[src/hw/rtl/npic_pkg.sv]
// ----------------------------------------------------------------------------
// npic_pkg
// Shared constants and types of the nested priority interrupt controller.
// ----------------------------------------------------------------------------
package npic_pkg;

  localparam int unsigned NumLevels = 8;
  localparam int unsigned LevelW    = 4;
  localparam int unsigned MaskW     = 8;
  localparam int unsigned DepthW    = 4;
  localparam int unsigned CntW      = $clog2(NumLevels + 1);
  localparam int unsigned IdxW      = $clog2(NumLevels);

  typedef enum logic {
    ReqRaise = 1'b0,
    ReqEnd   = 1'b1
  } npic_req_e;

  typedef struct packed {
    npic_req_e          req_type;
    logic [LevelW-1:0]  level;
  } npic_item_t;

  typedef struct packed {
    logic               dispatched;
    logic [LevelW-1:0]  dispatch_level;
    logic [LevelW-1:0]  current_priority;
    logic [MaskW-1:0]   pending_mask;
    logic [DepthW-1:0]  nesting_depth;
    logic               bad_request;
  } npic_result_t;

endpackage

[src/hw/rtl/npic_in_reg.sv]
// ----------------------------------------------------------------------------
// npic_in_reg
// Input register: holds one request transaction until the core takes it.
// ----------------------------------------------------------------------------
module npic_in_reg (
  input  logic                clk_i,
  input  logic                rst_ni,
  input  logic                in_valid_i,
  output logic                in_ready_o,
  input  logic                req_type_i,
  input  logic [3:0]          level_i,
  input  logic                take_i,
  output logic                item_valid_o,
  output npic_pkg::npic_item_t item_o
);
  import npic_pkg::*;

  logic       valid_q, valid_d;
  npic_item_t item_q;

  // free when empty or when the held transaction leaves this cycle
  assign in_ready_o = !valid_q || take_i;
  assign valid_d    = in_valid_i ? 1'b1 : (valid_q && !take_i);

  always_ff @(posedge clk_i or negedge rst_ni) begin
    if (!rst_ni) begin
      valid_q <= 1'b0;
    end else if (in_ready_o) begin
      valid_q <= valid_d;
    end
  end

  always_ff @(posedge clk_i) begin
    if (in_valid_i && in_ready_o) begin
      item_q.req_type <= npic_req_e'(req_type_i);
      item_q.level    <= LevelW'(level_i);
    end
  end

  assign item_valid_o = valid_q;
  assign item_o       = item_q;

endmodule

[src/hw/rtl/npic_core.sv]
// ----------------------------------------------------------------------------
// npic_core
// Pending flags, current priority and preemption stack, updated in one pass.
// ----------------------------------------------------------------------------
module npic_core (
  input  logic                  clk_i,
  input  logic                  rst_ni,
  input  logic                  item_valid_i,
  input  npic_pkg::npic_item_t  item_i,
  input  logic                  adv_i,
  output logic                  fire_o,
  output npic_pkg::npic_result_t res_o
);
  import npic_pkg::*;

  logic [NumLevels-1:0] pend_q, pend_d;
  logic [LevelW-1:0]    prio_q, prio_d;
  logic [CntW-1:0]      cnt_q, cnt_d, cnt_dec;
  logic [LevelW-1:0]    stack_q [NumLevels];

  logic                 push_en;
  logic [IdxW-1:0]      push_idx;
  logic [LevelW-1:0]    prev;
  logic [LevelW-1:0]    nxt;
  logic [NumLevels-1:0] lv_onehot;
  logic                 lv_ok;
  logic                 disp, bad;
  logic [LevelW-1:0]    disp_lv;
  logic [NumLevels+MaskW-1:0] pend_wide;

  assign fire_o   = item_valid_i && adv_i;
  assign cnt_dec  = cnt_q - CntW'(1);
  assign push_idx = cnt_q[IdxW-1:0];
  assign prev     = stack_q[cnt_dec[IdxW-1:0]];

  // highest pending level strictly above the popped priority
  always_comb begin
    nxt = '0;
    for (int i = 0; i < NumLevels; i++) begin
      if (pend_q[i] && (LevelW'(i) >= prev)) begin
        nxt = LevelW'(i + 1);
      end
    end
  end

  assign lv_onehot = NumLevels'(1) << (item_i.level - LevelW'(1));
  assign lv_ok     = (item_i.level != '0) && (item_i.level <= LevelW'(NumLevels));

  always_comb begin
    pend_d  = pend_q;
    prio_d  = prio_q;
    cnt_d   = cnt_q;
    push_en = 1'b0;
    disp    = 1'b0;
    disp_lv = '0;
    bad     = 1'b0;
    unique case (item_i.req_type)
      ReqRaise: begin
        if (!lv_ok) begin
          bad = 1'b1;
        end else begin
          pend_d = pend_q | lv_onehot;
          if ((item_i.level > prio_q) && (cnt_q < CntW'(NumLevels))) begin
            push_en = 1'b1;
            cnt_d   = cnt_q + CntW'(1);
            pend_d  = pend_q & ~lv_onehot;
            prio_d  = item_i.level;
            disp    = 1'b1;
            disp_lv = item_i.level;
          end
        end
      end
      ReqEnd: begin
        if (cnt_q == '0) begin
          bad = 1'b1;
        end else if (nxt != '0) begin
          // popped priority goes straight back, so stack and count stay put
          pend_d  = pend_q & ~(NumLevels'(1) << (nxt - LevelW'(1)));
          prio_d  = nxt;
          disp    = 1'b1;
          disp_lv = nxt;
        end else begin
          prio_d = prev;
          cnt_d  = cnt_dec;
        end
      end
      default: ;
    endcase
  end

  always_ff @(posedge clk_i or negedge rst_ni) begin
    if (!rst_ni) begin
      pend_q <= '0;
      prio_q <= '0;
      cnt_q  <= '0;
    end else if (fire_o) begin
      pend_q <= pend_d;
      prio_q <= prio_d;
      cnt_q  <= cnt_d;
    end
  end

  always_ff @(posedge clk_i) begin
    if (fire_o && push_en) begin
      stack_q[push_idx] <= prio_q;
    end
  end

  assign pend_wide = {{MaskW{1'b0}}, pend_d};

  always_comb begin
    res_o.dispatched       = disp;
    res_o.dispatch_level   = disp_lv;
    res_o.current_priority = prio_d;
    res_o.pending_mask     = pend_wide[MaskW-1:0];
    res_o.nesting_depth    = DepthW'(cnt_d);
    res_o.bad_request      = bad;
  end

endmodule

[src/hw/rtl/npic_out_reg.sv]
// ----------------------------------------------------------------------------
// npic_out_reg
// Result register: holds one result transaction until the consumer takes it.
// ----------------------------------------------------------------------------
module npic_out_reg (
  input  logic                  clk_i,
  input  logic                  rst_ni,
  input  logic                  fire_i,
  input  npic_pkg::npic_result_t res_i,
  output logic                  adv_o,
  output logic                  out_valid_o,
  input  logic                  out_ready_i,
  output npic_pkg::npic_result_t res_o
);
  import npic_pkg::*;

  logic         valid_q;
  npic_result_t res_q;

  // free when empty or when the held result is taken this cycle
  assign adv_o = !valid_q || out_ready_i;

  always_ff @(posedge clk_i or negedge rst_ni) begin
    if (!rst_ni) begin
      valid_q <= 1'b0;
    end else if (adv_o) begin
      valid_q <= fire_i;
    end
  end

  always_ff @(posedge clk_i) begin
    if (fire_i) begin
      res_q <= res_i;
    end
  end

  assign out_valid_o = valid_q;
  assign res_o       = res_q;

endmodule

[src/hw/rtl/nested_priority_interrupt_controller_top.sv]
// a request's result is registered in npic_out_reg when npic_core takes it from npic_in_reg
// throughput: one request per cycle unless out_ready_i stalls, set by npic_core's single pass
// reset: pending flags, current priority, nesting depth and both valid flags clear at once
// the preemption stack is not reset; only written entries are ever read
// ----------------------------------------------------------------------------
// nested_priority_interrupt_controller_top
// Nested priority interrupt controller: input register, core, result register.
// ----------------------------------------------------------------------------
module nested_priority_interrupt_controller_top (
  input  logic       clk_i,
  input  logic       rst_ni,
  input  logic       in_valid_i,
  output logic       in_ready_o,
  input  logic       req_type_i,
  input  logic [3:0] level_i,
  output logic       out_valid_o,
  input  logic       out_ready_i,
  output logic       dispatched_o,
  output logic [3:0] dispatch_level_o,
  output logic [3:0] current_priority_o,
  output logic [7:0] pending_mask_o,
  output logic [3:0] nesting_depth_o,
  output logic       bad_request_o
);
  import npic_pkg::*;

  logic         item_valid;
  npic_item_t   item;
  logic         adv;
  logic         fire;
  npic_result_t res_comb;
  npic_result_t res_reg;

  npic_in_reg u_in_reg (
    .clk_i        (clk_i),
    .rst_ni       (rst_ni),
    .in_valid_i   (in_valid_i),
    .in_ready_o   (in_ready_o),
    .req_type_i   (req_type_i),
    .level_i      (level_i),
    .take_i       (fire),
    .item_valid_o (item_valid),
    .item_o       (item)
  );

  npic_core u_core (
    .clk_i        (clk_i),
    .rst_ni       (rst_ni),
    .item_valid_i (item_valid),
    .item_i       (item),
    .adv_i        (adv),
    .fire_o       (fire),
    .res_o        (res_comb)
  );

  npic_out_reg u_out_reg (
    .clk_i       (clk_i),
    .rst_ni      (rst_ni),
    .fire_i      (fire),
    .res_i       (res_comb),
    .adv_o       (adv),
    .out_valid_o (out_valid_o),
    .out_ready_i (out_ready_i),
    .res_o       (res_reg)
  );

  assign dispatched_o       = res_reg.dispatched;
  assign dispatch_level_o   = res_reg.dispatch_level;
  assign current_priority_o = res_reg.current_priority;
  assign pending_mask_o     = res_reg.pending_mask;
  assign nesting_depth_o    = res_reg.nesting_depth;
  assign bad_request_o      = res_reg.bad_request;

endmodule

[config.mk]
export PLATFORM = sky130hd
export DESIGN_NAME = nested_priority_interrupt_controller_top
export DESIGN_NICKNAME = d
export VERILOG_FILES = /design/src/hw/rtl/npic_pkg.sv /design/src/hw/rtl/npic_in_reg.sv /design/src/hw/rtl/npic_core.sv /design/src/hw/rtl/npic_out_reg.sv /design/src/hw/rtl/nested_priority_interrupt_controller_top.sv
export SDC_FILE = /design/constraint.sdc
export NUM_CORES = 1
export LEC_CHECK = 0
export BUFFER_PORTS_ARGS = -buffer_cell sky130_fd_sc_hd__buf_2
export CORE_MARGIN = 1.5
export CORE_UTILIZATION = 54
export DETAILED_ROUTE_END_ITERATION = 6
export PLACE_DENSITY_LB_ADDON = 0.05
export REMOVE_ABC_BUFFERS = 1
export SETUP_SLACK_MARGIN = 0.1
export SKIP_LAST_GASP = 1
export SYNTH_ARGS = -nofsm -noshare
export SYNTH_HDL_FRONTEND = slang
export SYNTH_SLANG_ARGS = --single-unit
[constraint.sdc]
create_clock -name clk_i -period 4.9 [get_ports clk_i]
set_clock_uncertainty 0.1 [all_clocks]
set_input_delay 0.49 -clock clk_i [delete_from_list [all_inputs] [get_ports clk_i]]
set_output_delay 0.49 -clock clk_i [all_outputs]
set_load 0.03 [all_outputs]
# After elaboration in Yosys (flattened, before gate mapping)
# Memories as Yosys holds them, arrays and structs flattened.
# Cells that the tools add are included.
[totals] regBits=45 memories=1 inputBits=9 wordCells=99 ramBits=32 out_inout_bits=24
[classes] shift=2 addsub=4 mux=40 n_lt_le_gt_ge=11 bitwise=6 n_reduce_logical=22
[mem_list] name="u_core.stack_q" words=8 word_bits=4 read_ports=1 rd_ports_with_merged_regs=0 wr=1 line="npic_core.sv:19" source="logic [LevelW-1:0] stack_q [NumLevels];"
[op_table] cell="$mux 4" count=19
[op_table] cell="$mux 8" count=4
[op_table] cell="$pmux 4 s2" count=3
[op_table] cell="$and 8x8->8" count=2
[op_table] cell="$ge 3x4->1 const A" count=4
[op_table] cell="$not 8->8" count=2
[op_table] cell="$pmux 8 s2" count=1
[op_table] cell="$shl 1x4->8 const A" count=2
[op_table] cell="$logic_and 1x1->1" count=14
[op_table] cell="$sub 4x1->4 const B" count=3
[op_table] cell="$mux 1" count=11
[op_table] cell="$ge 1x4->1 const A" count=2
[op_table] cell="$ge 2x4->1 const A" count=2
[op_table] cell="$or 8x8->8" count=1
[op_table] cell="$reduce_bool 4->1" count=2
[op_table] cell="$add 4x1->4 const B" count=1
[op_table] cell="$gt 4x4->1" count=1
[op_table] cell="$le 4x4->1 const B" count=1
[op_table] cell="$logic_not 4->1" count=1
[op_table] cell="$lt 4x4->1 const B" count=1
[op_table] cell="$pmux 1 s2" count=2
[op_table] cell="$logic_not 1->1" count=3
[op_table] cell="$logic_or 1x1->1" count=2
[op_table] cell="$not 1->1" count=1

# Longest topological paths before layout
# Gate-level depths: netlist (run 1).
# An unclocked memory read counts as a cell.
[logic_depth] word_depth=19 mapped_depth=13 depth_no_buf=9

# Cells and area by module
# A second synthesis (run 1) with hierarchy kept.
[unflattened] hier_cells=358 area_unflattened_um2=4127.7
[modules_own_cells] mod="npic_core" cells_each=324 seq_area_each_um2=1361.3 area_per_inst_um2=3215.6 instances=1
[modules_own_cells] mod="npic_out_reg" cells_each=25 seq_area_each_um2=685.7 area_per_inst_um2=708.2 instances=1
[modules_own_cells] mod="npic_in_reg" cells_each=9 seq_area_each_um2=175.2 area_per_inst_um2=203.9 instances=1

# Least setup slack after synthesis (run 1)
# OpenSTA, ideal clock, no wires.
[synth_path] kind="register to register" from="register u_core.cnt_q[1]" to="register u_out_reg.res_q, in the netlist u_out_reg.res_o[4] (data pin)" n_path_buf=3 path_slack_ns=1.434 path_stages_with_launch=13 arrival_ns=3.109 setup_ns=0.256 synth_period_minus_slack_ns=3.466 required_ns=4.544 cell_sequence="dfrtp_1 -> clkbuf_1 -> inv_1 -> ha_1 -> buf_6 -> xor2_2 -> and3_1 -> or4_4 -> buf_6 -> o311a_1 -> nor3_4 -> nand3_1 -> o22a_1"
[synth_lines] element="from (decl)" line="npic_core.sv:18" source="logic [CntW-1:0] cnt_q, cnt_d, cnt_dec;"
[synth_lines] element="from (signal assigned)" line="npic_core.sv:99" source="cnt_q <= cnt_d;"
[synth_lines] element="to (signal assigned)" line="npic_out_reg.sv:33" source="res_q <= res_i;"
[synth_lines] element="to (decl)" line="npic_out_reg.sv:18" source="npic_result_t res_q;"

==> results.txt, run 1 <==
CTS H-tree depth: 3
number of enable-type register cells in the synthesized netlist: 59
leading cell types by total area after synthesis: sky130_fd_sc_hd__edfxtp_1, sky130_fd_sc_hd__dfrtp_1, sky130_fd_sc_hd__mux2i_1
IO Port Bufs: 32
largest net degree at the start of global routing: 23
total grt overflow: 0
post-detailed-routing wire length: 10000 um
via density per instance: 6.53
async set-or-reset flop fraction in the synthesized netlist: 23.4%
number of warnings reported in the yosys synthesis log: 0
CTS clk-pin slew, worst paths: 0.09 ns
highest metal used: met4
total power: 3.28 mW
min-delay src: level_i[3]
detailed-routed wire length on met3: 685 um
synthesized cell area: 4150 um2
xor and xnor fraction of the mapped netlist area: 1.03%
worst reg2reg path startpoint: u_core.cnt_q[0]
met2 layer wire length in the routed design: 4230 um
WL per Instance: 20.9 um
number of rows in the core area: 31
max-slew violation total from the final report: 0
Layout Cell Area excl Fill: 4550 um2
CTS tree: yes
antenna cells: 0
post-layout min period: 4.40 ns
maximum fanout count along the critical path: 19
number of maximum-capacitance constraint violations: 0
Seq/Total Area, Yosys: 53.6%
vertical die dimension: 90.6 um
post_cts resized: 0
Synth Area in Simple Gates: 15.0%
setup TNS: 0 ns
power density normalized to cell area: 720 nW/um2
initial core utilization: 56.6%
post-synth top area share: 42.7%
RSZ-0062 raised after global routing: false
type of the worst setup path: flop to flop
share of synthesized area spent on multiplexers: 8.99%
initial antenna violation count: 0
root buffer selected by CTS: sky130_fd_sc_hd__clkbuf_8
number of flip-flops and latches in the synthesized netlist: 77
Layout Utilization: 62.1%
maximum frequency from static timing analysis: 227 MHz
data arrival at the endpoint of the critical path: 4.39 ns
final hold violation count: 0
# DRC: 0
post-synthesis compound-gate area fraction: 15.8%
Avg Cell Area, Syn: 11.9 um2
post-synthesis cell count: 350
predominant post-synthesis flop cell: sky130_fd_sc_hd__edfxtp_1
share of post-route cells with drive strength above 1: 18.6%
Final Net Count: 392
post-synthesis cell type count: 69
CP startpoint: u_core.cnt_q[0]
dominant combinational cell family by area after synthesis: compound AO/OA/AOI/OAI gates
number of buffers added by the clock tree synthesis step: 9
required time of the critical path: 4.89 ns
cell type with the largest total area after synthesis: sky130_fd_sc_hd__edfxtp_1
first-pass GRT wire length: 16000 um
number of failing setup endpoints in the final timing report: 0
worst max-slew margin expressed relative to the limit: 38.2%
hold slack: 0.192 ns
total number of clock tree sinks: 77
pin slew with the least headroom to its limit: 0.927 ns
placed wire-length estimate: 6960 um
leakage power: 1.73 nW
area enclosed by the die boundary: 8220 um2
Max Buffers Root-to-Sink: 2
vias: 3143
CP endpoint kind: flop
Core Area: 7330 um2
first-pass iteration count of the detailed router: 5
Antenna Nets Post-Route: 0
I/O pin cnt: 33
outcome: complete, no violations
met1 wire length: 4910 um
Synth-to-Final Area Change: 9.77%
kind of path behind the tightest hold check: input port to flop
routability cong.: 0.918
Post-CTS Setup Bufs: 0
number of global-route vias before repair: 2950
Starting DRT DRC Count: 294
Post-Synth Adder-Cell Area: 2.08%
die span in x: 90.6 um
global router's overall resource usage: 25.7%
Placement Cell Area: 4330 um2
Max IR drop VDD: 0.000308 V
clock network latency to the later pin of the worst-skew pair: 0.37 ns
Tcrit/Tclk final: 89.9%
Worst setup SP type: flop
## path summary, 6_finish.rpt
path | end | cells past startpoint | slack [ns]
worst max register to register | u_out_reg.res_o[9] | 9 | 0.50
worst min-delay path | u_in_reg.item_o[3] | 1 | 0.19
worst max-delay path | u_out_reg.res_o[9] | 9 | 0.50
max in group asynchronous | u_core.cnt_q[2] | 2 | 3.84
worst min register to register | u_out_reg.out_valid_o | 1 | 0.42
min in group asynchronous | u_in_reg.item_valid_o | 2 | 0.51
## state kept, by name, indices dropped and copies added, names as in the netlist
name                   cells
u_core.stack_q            32
u_out_reg.res_o           22
u_core.pend_q              8
u_in_reg.item_o            5
u_core.cnt_q               4
u_core.prio_q              4
u_in_reg.item_valid_o      1
u_out_reg.out_valid_o      1
## critical path, cell delays in order, from the launching register on
cell,delay (ns)
sky130_fd_sc_hd__dfrtp_1,0.57
sky130_fd_sc_hd__inv_2,0.18
sky130_fd_sc_hd__ha_1,0.94
sky130_fd_sc_hd__mux2i_1,0.22
sky130_fd_sc_hd__and3_1,0.26
sky130_fd_sc_hd__or4_4,0.61
sky130_fd_sc_hd__o211ai_1,0.40
sky130_fd_sc_hd__nand3_1,0.20
sky130_fd_sc_hd__nor3b_1,0.49
sky130_fd_sc_hd__a31oi_1,0.15
## kinds of logic (layout without fill, tap and decap cells)
family | after synthesis | after routing
AOI/OAI and AO/OA | 87 | 87
and+or+nand+nor | 114 | 114
xor gates and xnor gates | 4 | 4
DFF | 77 | 77
muxes | 33 | 33
buffers and inverters | 28 | 60
adders and majority gates | 7 | 7
## what timing repair did
action                                  CTS  global route
hold buffers                              1             0
endpoints found under the setup margin    0             0
endpoints found under the hold margin    18             0
## power by group
group / switching (mW) / internal (mW) / leakage, nW
clock network: 0.271 / 0.250 / 0.110
logic: 1.06 / 0.601 / 0.855
registers: 0.187 / 0.912 / 0.763
total: 1.51 / 1.76 / 1.73
## stage by stage
stage | setup slack (ns) | std cells
after floorplan | 1.11 | 332
after global placement | 0.655 | 464
after detailed placement | 0.536 | 464
after CTS | 0.526 | 481
after global routing | 0.222 | 481
final | 0.496 | 481
## cells in the mapped netlist, drive strengths merged, types with 4 or more instances
master	number
nand3	11
and2	7
and3	8
a22oi	4
mux2i	26
dfrtp	18
nor2	18
clkbuf	12
a41oi	4
o21ai	13
nand2	25
o211ai	5
o31ai	4
a31oi	7
nand4	7
edfxtp	59
inv	9
a21oi	12
nor3	10
nand2b	6
nor3b	5
buf	6
mux2	4
ha	6
## per-layer routing
layer | up-vias | global-route usage, %
met2 | 141 | 36.5
met3 | 21 | 4.55
met1 | 1550 | 39.1
li1 | 1431 | -
met5 | - | 0
met4 | 0 | 10.2
## placed cells by master, fill, tap and decap left out, types with 7 or more instances in the layout
master	count
sky130_fd_sc_hd__a21oi_1	12
sky130_fd_sc_hd__a31oi_1	7
sky130_fd_sc_hd__and2_1	7
sky130_fd_sc_hd__and3_1	8
sky130_fd_sc_hd__buf_2	32
sky130_fd_sc_hd__clkbuf_8	9
sky130_fd_sc_hd__dfrtp_1	18
sky130_fd_sc_hd__edfxtp_1	59
sky130_fd_sc_hd__inv_1	8
sky130_fd_sc_hd__mux2i_1	26
sky130_fd_sc_hd__nand2_1	24
sky130_fd_sc_hd__nand3_1	11
sky130_fd_sc_hd__nand4_1	7
sky130_fd_sc_hd__nor2_1	18
sky130_fd_sc_hd__nor3_1	9
sky130_fd_sc_hd__o21ai_0	9
## area by class of cell
class,count,area (um2)
clock buffers,9,124
clock inverters,7,90.1
fillers,582,2780
inverters,10,37.5
multi-input cells,245,1780
flip-flops and latches,77,2220
well taps,99,124
repair buffers,34,178
Note: power is estimated with default switching activity, not from simulation.
==> inputs of run 2 (changes only) <==
--- a/config.mk
+++ b/config.mk
@@ -5,10 +5,12 @@
 export SDC_FILE = /design/constraint.sdc
 export NUM_CORES = 1
 export LEC_CHECK = 0
+export ABC_AREA = 1
 export BUFFER_PORTS_ARGS = -buffer_cell sky130_fd_sc_hd__buf_2
 export CORE_MARGIN = 1.5
 export CORE_UTILIZATION = 54
 export DETAILED_ROUTE_END_ITERATION = 6
+export GPL_TIMING_DRIVEN = 0
 export PLACE_DENSITY_LB_ADDON = 0.05
 export REMOVE_ABC_BUFFERS = 1
 export SETUP_SLACK_MARGIN = 0.1
==> run 2 against run 1 <==
  * Register-to-register slack gained 0.07 ns
  * Core utilization decreased by 0.37 points
  * Highest routed layer unchanged
  * Sequential share of layout area up 0.56 points
  * Non-clock buffer count down 1
  * Sequential power fell by 5%
  * Design area is 1.1% lower
  * Largest power group unchanged
  * Power is 1.7% lower
  * Synthesized cell count is 33% higher
  * Die area is 1.6% lower
  * Via count up 1.8%
  * Combinational power grew 3%
  * Critical path depth up 8
==> results.txt, run 2 <==
Tcrit/Tclk final: 88.5% (-1.4 points)
post-synthesis cell count: 465 (+33%)
Placement Cell Area: 4290 um2 (-0.81%)
kind of path behind the tightest hold check: input port to flop
async set-or-reset flop fraction in the synthesized netlist: 23.4% (unchanged)
first-pass GRT wire length: 14600 um (-8.9%)
CTS clk-pin slew, worst paths: 0.07 ns (-0.02 ns)
vias: 3199 (+1.8%)
Layout Utilization: 61.7% (-0.37 points)
number of buffers added by the clock tree synthesis step: 9 (unchanged)
CP endpoint kind: flop
top register by number of flip-flops: u_core.stack_q
number of enable-type register cells in the synthesized netlist: 59 (unchanged)
Seq/Total Area, Yosys: 54.5% (+0.90 points)
die span in x: 89.9 um (-0.81%)
Antenna Nets Post-Route: 0 (unchanged)
synthesized cell area: 4080 um2 (-1.7%)
number of rows in the core area: 31 (unchanged)
number of flip-flops and latches in the synthesized netlist: 77 (unchanged)
data arrival at the endpoint of the critical path: 4.34 ns (-0.05 ns)
RSZ-0062 raised after global routing: false
pin slew with the least headroom to its limit: 0.908 ns (-0.0196 ns)
Layout Cell Area excl Fill: 4500 um2 (-1.1%)
cell type with the largest total area after synthesis: sky130_fd_sc_hd__edfxtp_1
Global Route met3 Usage: 4.23% (-0.32 points)
initial antenna violation count: 0 (unchanged)
Slowest-stage cell, CP: sky130_fd_sc_hd__dfrtp_1
max reg flops: 32 (unchanged)
Starting DRT DRC Count: 263 (-11%)
clock network latency to the later pin of the worst-skew pair: 0.36 ns (about the same)
post-layout min period: 4.33 ns (-0.0694 ns)
Worst setup SP type: flop
number of warnings reported in the yosys synthesis log: 0 (unchanged)
Synth-to-Final Area Change: 10.4%
Avg Cell Area, Syn: 8.77 um2 (-26%)
WL per Instance: 14.7 um (-30%)
# DRC: 0 (unchanged)
root buffer selected by CTS: sky130_fd_sc_hd__clkbuf_8
Max Buffers Root-to-Sink: 2 (unchanged)
share of post-route cells with drive strength above 1: 15.5% (-3.0 points)
Most Crowded Layer GR: met2
Max IR drop VDD: 0.000364 V (+18%)
cells traversed along the worst timing path: clkinvlp_4 > ha_1 > clkinv_1 > nand3_1 > nand3_1 > nand2_1 > nand2_1 > nand2_1 > a21oi_2 > nand2_2 > nand2_2 > o21bai_4 > nand3_4 > nor2_4 > nand2_4 > nand3_1 > nand2_2
antenna cells: 0 (unchanged)
via density per instance: 5.32 (-19%)
CTS tree: yes
global router's overall resource usage: 23.4% (-2.3 points)
CTS H-tree depth: 3 (unchanged)
required time of the critical path: 4.90 ns (about the same)
vertical die dimension: 89.9 um (-0.81%)
Place WS: 0.598 ns (+0.0623 ns)
leading cell types by total area after synthesis: sky130_fd_sc_hd__edfxtp_1, sky130_fd_sc_hd__nand2_1, sky130_fd_sc_hd__dfrtp_1
min-delay src: req_type_i
most used standard cell by instance count after synthesis: sky130_fd_sc_hd__nand2_1
min setup slack post-route: 0.565 ns (+0.0694 ns)
post-synth top area share: 43.4% (+0.72 points)
leading cell types by count after synthesis: sky130_fd_sc_hd__nand2_1, sky130_fd_sc_hd__inv_1, sky130_fd_sc_hd__edfxtp_1
post-detailed-routing wire length: 8810 um (-12%)
largest net degree at the start of global routing: 45 (+96%)
Core Area: 7290 um2 (-0.53%)
number of filler cells placed in the layout: 681 (+17%)
I/O pin cnt: 33 (unchanged)
max incr delay on CP: 0.88 ns (-0.06 ns)
type of the worst setup path: flop to flop
most frequent cells in the layout: sky130_fd_sc_hd__nand2_1, sky130_fd_sc_hd__inv_1, sky130_fd_sc_hd__edfxtp_1, sky130_fd_sc_hd__nand3_1, sky130_fd_sc_hd__buf_2
global-route track usage on met1: 33.9% (-5.1 points)
total grt overflow: 0 (unchanged)
power density normalized to cell area: 716 nW/um2 (-0.56%)
maximum fanout count along the critical path: 22 (+3)
total power: 3.22 mW (-1.7%)
post-synthesis cell type count: 38 (-45%)
number of global-route vias before repair: 2966 (+0.54%)
maximum frequency from static timing analysis: 231 MHz (+1.6%)
initial core utilization: 55.9% (-0.64 points)
setup TNS: 0 ns (unchanged)
leakage power: 2.08 nW (+20%)
total number of clock tree sinks: 77 (unchanged)
worst reg2reg path startpoint: u_core.cnt_q[0]
worst max-slew margin expressed relative to the limit: 38.9% (+0.75 points)
placed wire-length estimate: 6220 um (-11%)
number of failing setup endpoints in the final timing report: 0 (unchanged)
commonest non-fill, non-tap cell in the layout: sky130_fd_sc_hd__nand2_1
max-slew violation total from the final report: 0 (unchanged)
IO Port Bufs: 32 (unchanged)
met2 Usage GRT: 35.1% (-1.4 points)
CP startpoint: u_core.cnt_q[0]
Final Net Count: 513 (+31%)
final hold violation count: 0 (unchanged)
routability cong.: 0.974 (+6.1%)
area enclosed by the die boundary: 8080 um2 (-1.6%)
first-pass iteration count of the detailed router: 5 (unchanged)
number of maximum-capacitance constraint violations: 0 (unchanged)
outcome: complete, no violations
predominant post-synthesis flop cell: sky130_fd_sc_hd__edfxtp_1
## run 2: cell count changes after synthesis, sizes merged, moves of 6 or more
cell / before / now
clkbuf: 12 / 3
and2: 7 / 0
nand3: 11 / 43
o21ai: 13 / 22
and3: 8 / 0
nand2: 25 / 159
nand2b: 6 / 0
mux2i: 26 / 0
inv: 9 / 72
## run 2: routing by layer
| layer | share of wire [%] | wire (um) | up-vias |
|---|---|---|---|
| li1 | - | - | 1587 |
| met2 | 44 | 3890 | 83 |
| met3 | 5.1 | 450 | 12 |
| met1 | 49 | 4310 | 1517 |
| met5 | 0 | 0 | - |
| met4 | 1.7 | 153 | 0 |
## run 2: worst paths after layout
kind / to / slack (ns) / cells after the start
max: u_out_reg.res_o[1] / 0.57 / 17
min: u_in_reg.item_o[4] / 0.21 / 1
max reg2reg: u_out_reg.res_o[1] / 0.57 / 17
min reg2reg: u_core.pend_q[4] / 0.43 / 2
max in group asynchronous: u_core.cnt_q[2] / 3.84 / 2
min in group asynchronous: u_core.pend_q[0] / 0.53 / 2
## run 2: layout make-up
cell class	count	area, um2	share of cell area (%)
timing repair inverter	1	5.00	0.111
multi-input combinational	301	1510	33.5
clock buffer	9	124	2.75
clock inverter	6	65.1	1.45
tap	99	124	2.75
timing repair buffer	33	170	3.78
sequential	77	2220	49.4
inverter	75	285	6.34
## run 2: through the flow
| step | cells | hold WS, ns |
|---|---|---|
| after floorplan | 453 | 0.0944 |
| after global placement | 584 | 0.359 |
| after detailed placement | 584 | 0.368 |
| after CTS | 600 | 0.201 |
| after global routing | 601 | 0.197 |
| final | 601 | 0.210 |
## run 2: power breakdown
group          switching [mW]  leakage [nW]  internal, mW
Clock                   0.226        0.0833         0.231
Sequential              0.140         0.792         0.911
Combinational            1.21          1.21         0.503
Total                    1.58          2.08          1.64
## run 2: cells by family (layout without fill, tap and decap cells)
kind of cell | count (synthesis) | after routing | share of synthesized area (%)
adders and majority gates | 6 | 6 | 1.84
DFF | 77 | 77 | 54.5
xor gates and xnor gates | 3 | 3 | 0.828
and+or+nand+nor | 241 | 241 | 26.1
buffers and inverters | 87 | 124 | 8.59
AOI/OAI and AO/OA | 51 | 51 | 8.19
## run 2: worst max-delay path: cells and delay by family, from the launching register on
family	cells	cell delay (ns)
buf+inv	2	0.83
compound gates	2	0.26
flops	1	0.88
fa+ha+maj	1	0.61
simple gates	12	1.40
## run 2: what timing repair did
item                                    in CTS  in global routing
gates resized for setup                      0                  1
endpoints found under the setup margin       0                  1
hold buffers                                 1                  0
endpoints found under the hold margin       18                  0
setup buffers                                0                  0
==> inputs of run 3 (changes only) <==
--- a/config.mk
+++ b/config.mk
@@ -8,7 +8,7 @@
 export ABC_AREA = 1
 export BUFFER_PORTS_ARGS = -buffer_cell sky130_fd_sc_hd__buf_2
 export CORE_MARGIN = 1.5
-export CORE_UTILIZATION = 54
+export CORE_UTILIZATION = 40
 export DETAILED_ROUTE_END_ITERATION = 6
 export GPL_TIMING_DRIVEN = 0
 export PLACE_DENSITY_LB_ADDON = 0.05
==> run 3 against run 2 <==
  * Critical path depth fell by 3
  * First-iteration DRC count fell by 19%
  * Die area rose by 34%
  * Clock power rose by 18%
  * Routed wire length rose by 5.3%
  * Register-to-register slack improved by 0.03 ns
  * Flip-flop and latch count did not move
  * Fmax rose by 0.72%
  * Design area rose by 1.5%
  * Critical path type unchanged
==> results.txt, run 3 (synthesized netlist as in run 2, its figures left out) <==
commonest non-fill, non-tap cell in the layout: sky130_fd_sc_hd__nand2_1
FF-to-FF setup slack: 0.60 ns (+0.03 ns)
number of filler cells placed in the layout: 988 (+45%)
leakage power: 2.11 nW (+1.4%)
total power: 3.30 mW (+2.4%)
initial core utilization: 41.5% (-14 points)
root buffer selected by CTS: sky130_fd_sc_hd__clkbuf_8
Antenna Nets Post-Route: 0 (unchanged)
length in cells of the worst reg-to-reg path: 14 (-3)
Max Buffers Root-to-Sink: 2 (unchanged)
pin slew with the least headroom to its limit: 0.917 ns (+0.00917 ns)
first-pass GRT wire length: 15200 um (+4.0%)
worst setup path endpoint: u_core.stack_q[7][2]
first-pass iteration count of the detailed router: 4 (-1)
vias: 3098 (-3.2%)
max reg flops: 32 (unchanged)
top register by number of flip-flops: u_core.stack_q
via density per instance: 4.88 (-8.3%)
clock network latency to the later pin of the worst-skew pair: 0.35 ns (about the same)
largest net degree at the start of global routing: 45 (unchanged)
number of maximum-capacitance constraint violations: 0 (unchanged)
number of failing setup endpoints in the final timing report: 0 (unchanged)
Core Area: 9820 um2 (+35%)
area enclosed by the die boundary: 10800 um2 (+34%)
# DRC: 0 (unchanged)
share of post-route cells with drive strength above 1: 15.5% (unchanged)
type of the worst setup path: flop to flop
post-layout min period: 4.30 ns (-0.0310 ns)
CTS clk-pin slew, worst paths: 0.09 ns (+0.02 ns)
Place WS: 0.491 ns (-0.107 ns)
number of global-route vias before repair: 2902 (-2.2%)
CP endpoint kind: flop
CTS tree: yes
number of rows in the core area: 36 (+16%)
global router's overall resource usage: 18.0% (-5.4 points)
Final Net Count: 512 (-0.19%)
max-slew violation total from the final report: 0 (unchanged)
placed wire-length estimate: 6570 um (+5.6%)
WL per Instance: 14.6 um (-0.32%)
Starting DRT DRC Count: 213 (-19%)
required time of the critical path: 4.78 ns (-0.12 ns)
power density normalized to cell area: 722 nW/um2 (+0.82%)
initial antenna violation count: 0 (unchanged)
final hold violation count: 0 (unchanged)
most frequent cells in the layout: sky130_fd_sc_hd__nand2_1, sky130_fd_sc_hd__inv_1, sky130_fd_sc_hd__edfxtp_1, sky130_fd_sc_hd__nand3_1, sky130_fd_sc_hd__buf_2
worst max-slew margin expressed relative to the limit: 38.3% (-0.62 points)
number of buffers added by the clock tree synthesis step: 9 (unchanged)
Tcrit/Tclk final: 87.8% (-0.63 points)
outcome: complete, no violations
CTS H-tree depth: 3 (unchanged)
endpoint of the most critical register-to-register path: u_core.stack_q[7][2]
maximum frequency from static timing analysis: 232 MHz (+0.72%)
antenna cells: 0 (unchanged)
IO Port Bufs: 32 (unchanged)
routability cong.: 0.865 (-11%)
setup TNS: 0 ns (unchanged)
I/O pin cnt: 33 (unchanged)
min setup slack post-route: 0.596 ns (+0.0310 ns)
CP startpoint: u_core.prio_q[1]
Max IR drop VDD: 0.000343 V (-5.8%)
Worst setup SP type: flop
data arrival at the endpoint of the critical path: 4.18 ns (-0.16 ns)
worst reg2reg path startpoint: u_core.prio_q[1]
vertical die dimension: 104 um (+16%)
kind of path behind the tightest hold check: input port to flop
Synth-to-Final Area Change: 12.1%
RSZ-0062 raised after global routing: false
total number of clock tree sinks: 77 (unchanged)
die span in x: 104 um (+16%)
maximum fanout count along the critical path: 10 (-55%)
post-detailed-routing wire length: 9270 um (+5.3%)
total grt overflow: 0 (unchanged)
## run 3: changes by cell type in the layout (fill, tap and decap cells not counted), sizes merged
cell      change
clkinv        +2
inv           +2
bufinv        +1
clkinvlp      -5
## run 3: cell type report
class                           instances  area [um2]  share of cell area [%]
Clock inverter                          7        98.8                    2.16
Inverter                               75         282                    6.16
Timing Repair Buffer                   33         170                    3.72
Sequential cell                        77        2220                    48.6
Tap cell                              133         166                    3.64
Multi-Input combinational cell        301        1510                    33.0
Clock buffer                            9         124                    2.71
## run 3: worst min-delay path by stage
stage                          start                     to  cells after the start
after floorplan               rst_ni        u_core.cnt_q[0]                      0
after global placement        rst_ni  u_in_reg.item_valid_o                      1
after detailed placement      rst_ni  u_in_reg.item_valid_o                      1
after CTS                 req_type_i     u_in_reg.item_o[4]                      1
after global routing      req_type_i     u_in_reg.item_o[4]                      1
final                     req_type_i     u_in_reg.item_o[4]                      1
## run 3: repair_timing
item / 4_1_cts / 5_1_grt
hold buffers: 1 / 0
buffers inserted: 0 / 0
hold endpoints to repair: 16 / 0
resized for setup: 0 / 1
setup endpoints to repair: 0 / 12
## run 3: routing by layer
| layer | wire length [um] | vias up | part of all wire (%) | global-route usage (%) |
|---|---|---|---|---|
| li1 | - | 1587 | - | - |
| met1 | 4730 | 1445 | 51 | 27.2 |
| met2 | 4030 | 62 | 43 | 26.3 |
| met3 | 477 | 4 | 5.1 | 3.70 |
| met4 | 40 | 0 | 0.43 | 4.56 |
| met5 | 0 | - | 0 | 0 |
## run 3: stage by stage
step / util, % / hold WS [ns] / area [um2] / instances
floorplan: - / 0.0944 / 4010 / 453
global placement: 44.2 / 0.374 / 4340 / 618
detailed placement: 44.2 / 0.376 / 4340 / 618
CTS: 46.5 / 0.189 / 4570 / 635
global route: 46.5 / 0.191 / 4570 / 635
finish: 46.5 / 0.204 / 4570 / 635
## run 3: critical path, cell delays in order (launching register included)
cell                       delay, ns
sky130_fd_sc_hd__dfrtp_1        0.58
sky130_fd_sc_hd__inv_1          0.14
sky130_fd_sc_hd__ha_1           0.32
sky130_fd_sc_hd__inv_1          0.04
sky130_fd_sc_hd__nor2_1         0.07
sky130_fd_sc_hd__nor2_1         0.04
sky130_fd_sc_hd__o21ai_0        0.14
sky130_fd_sc_hd__o211ai_1       0.35
sky130_fd_sc_hd__nor2_1         0.47
sky130_fd_sc_hd__inv_1          0.11
sky130_fd_sc_hd__nor2_1         0.19
sky130_fd_sc_hd__clkinv_1       0.32
sky130_fd_sc_hd__nor2_1         0.28
sky130_fd_sc_hd__inv_1          0.09
sky130_fd_sc_hd__nor4_1         0.71
## run 3: power by group
| group | total [mW] | internal [mW] | switching [mW] | leakage (nW) |
|---|---|---|---|---|
| logic | 1.71 | 0.502 | 1.20 | 1.21 |
| registers | 1.05 | 0.912 | 0.140 | 0.790 |
| clock network | 0.540 | 0.289 | 0.251 | 0.110 |
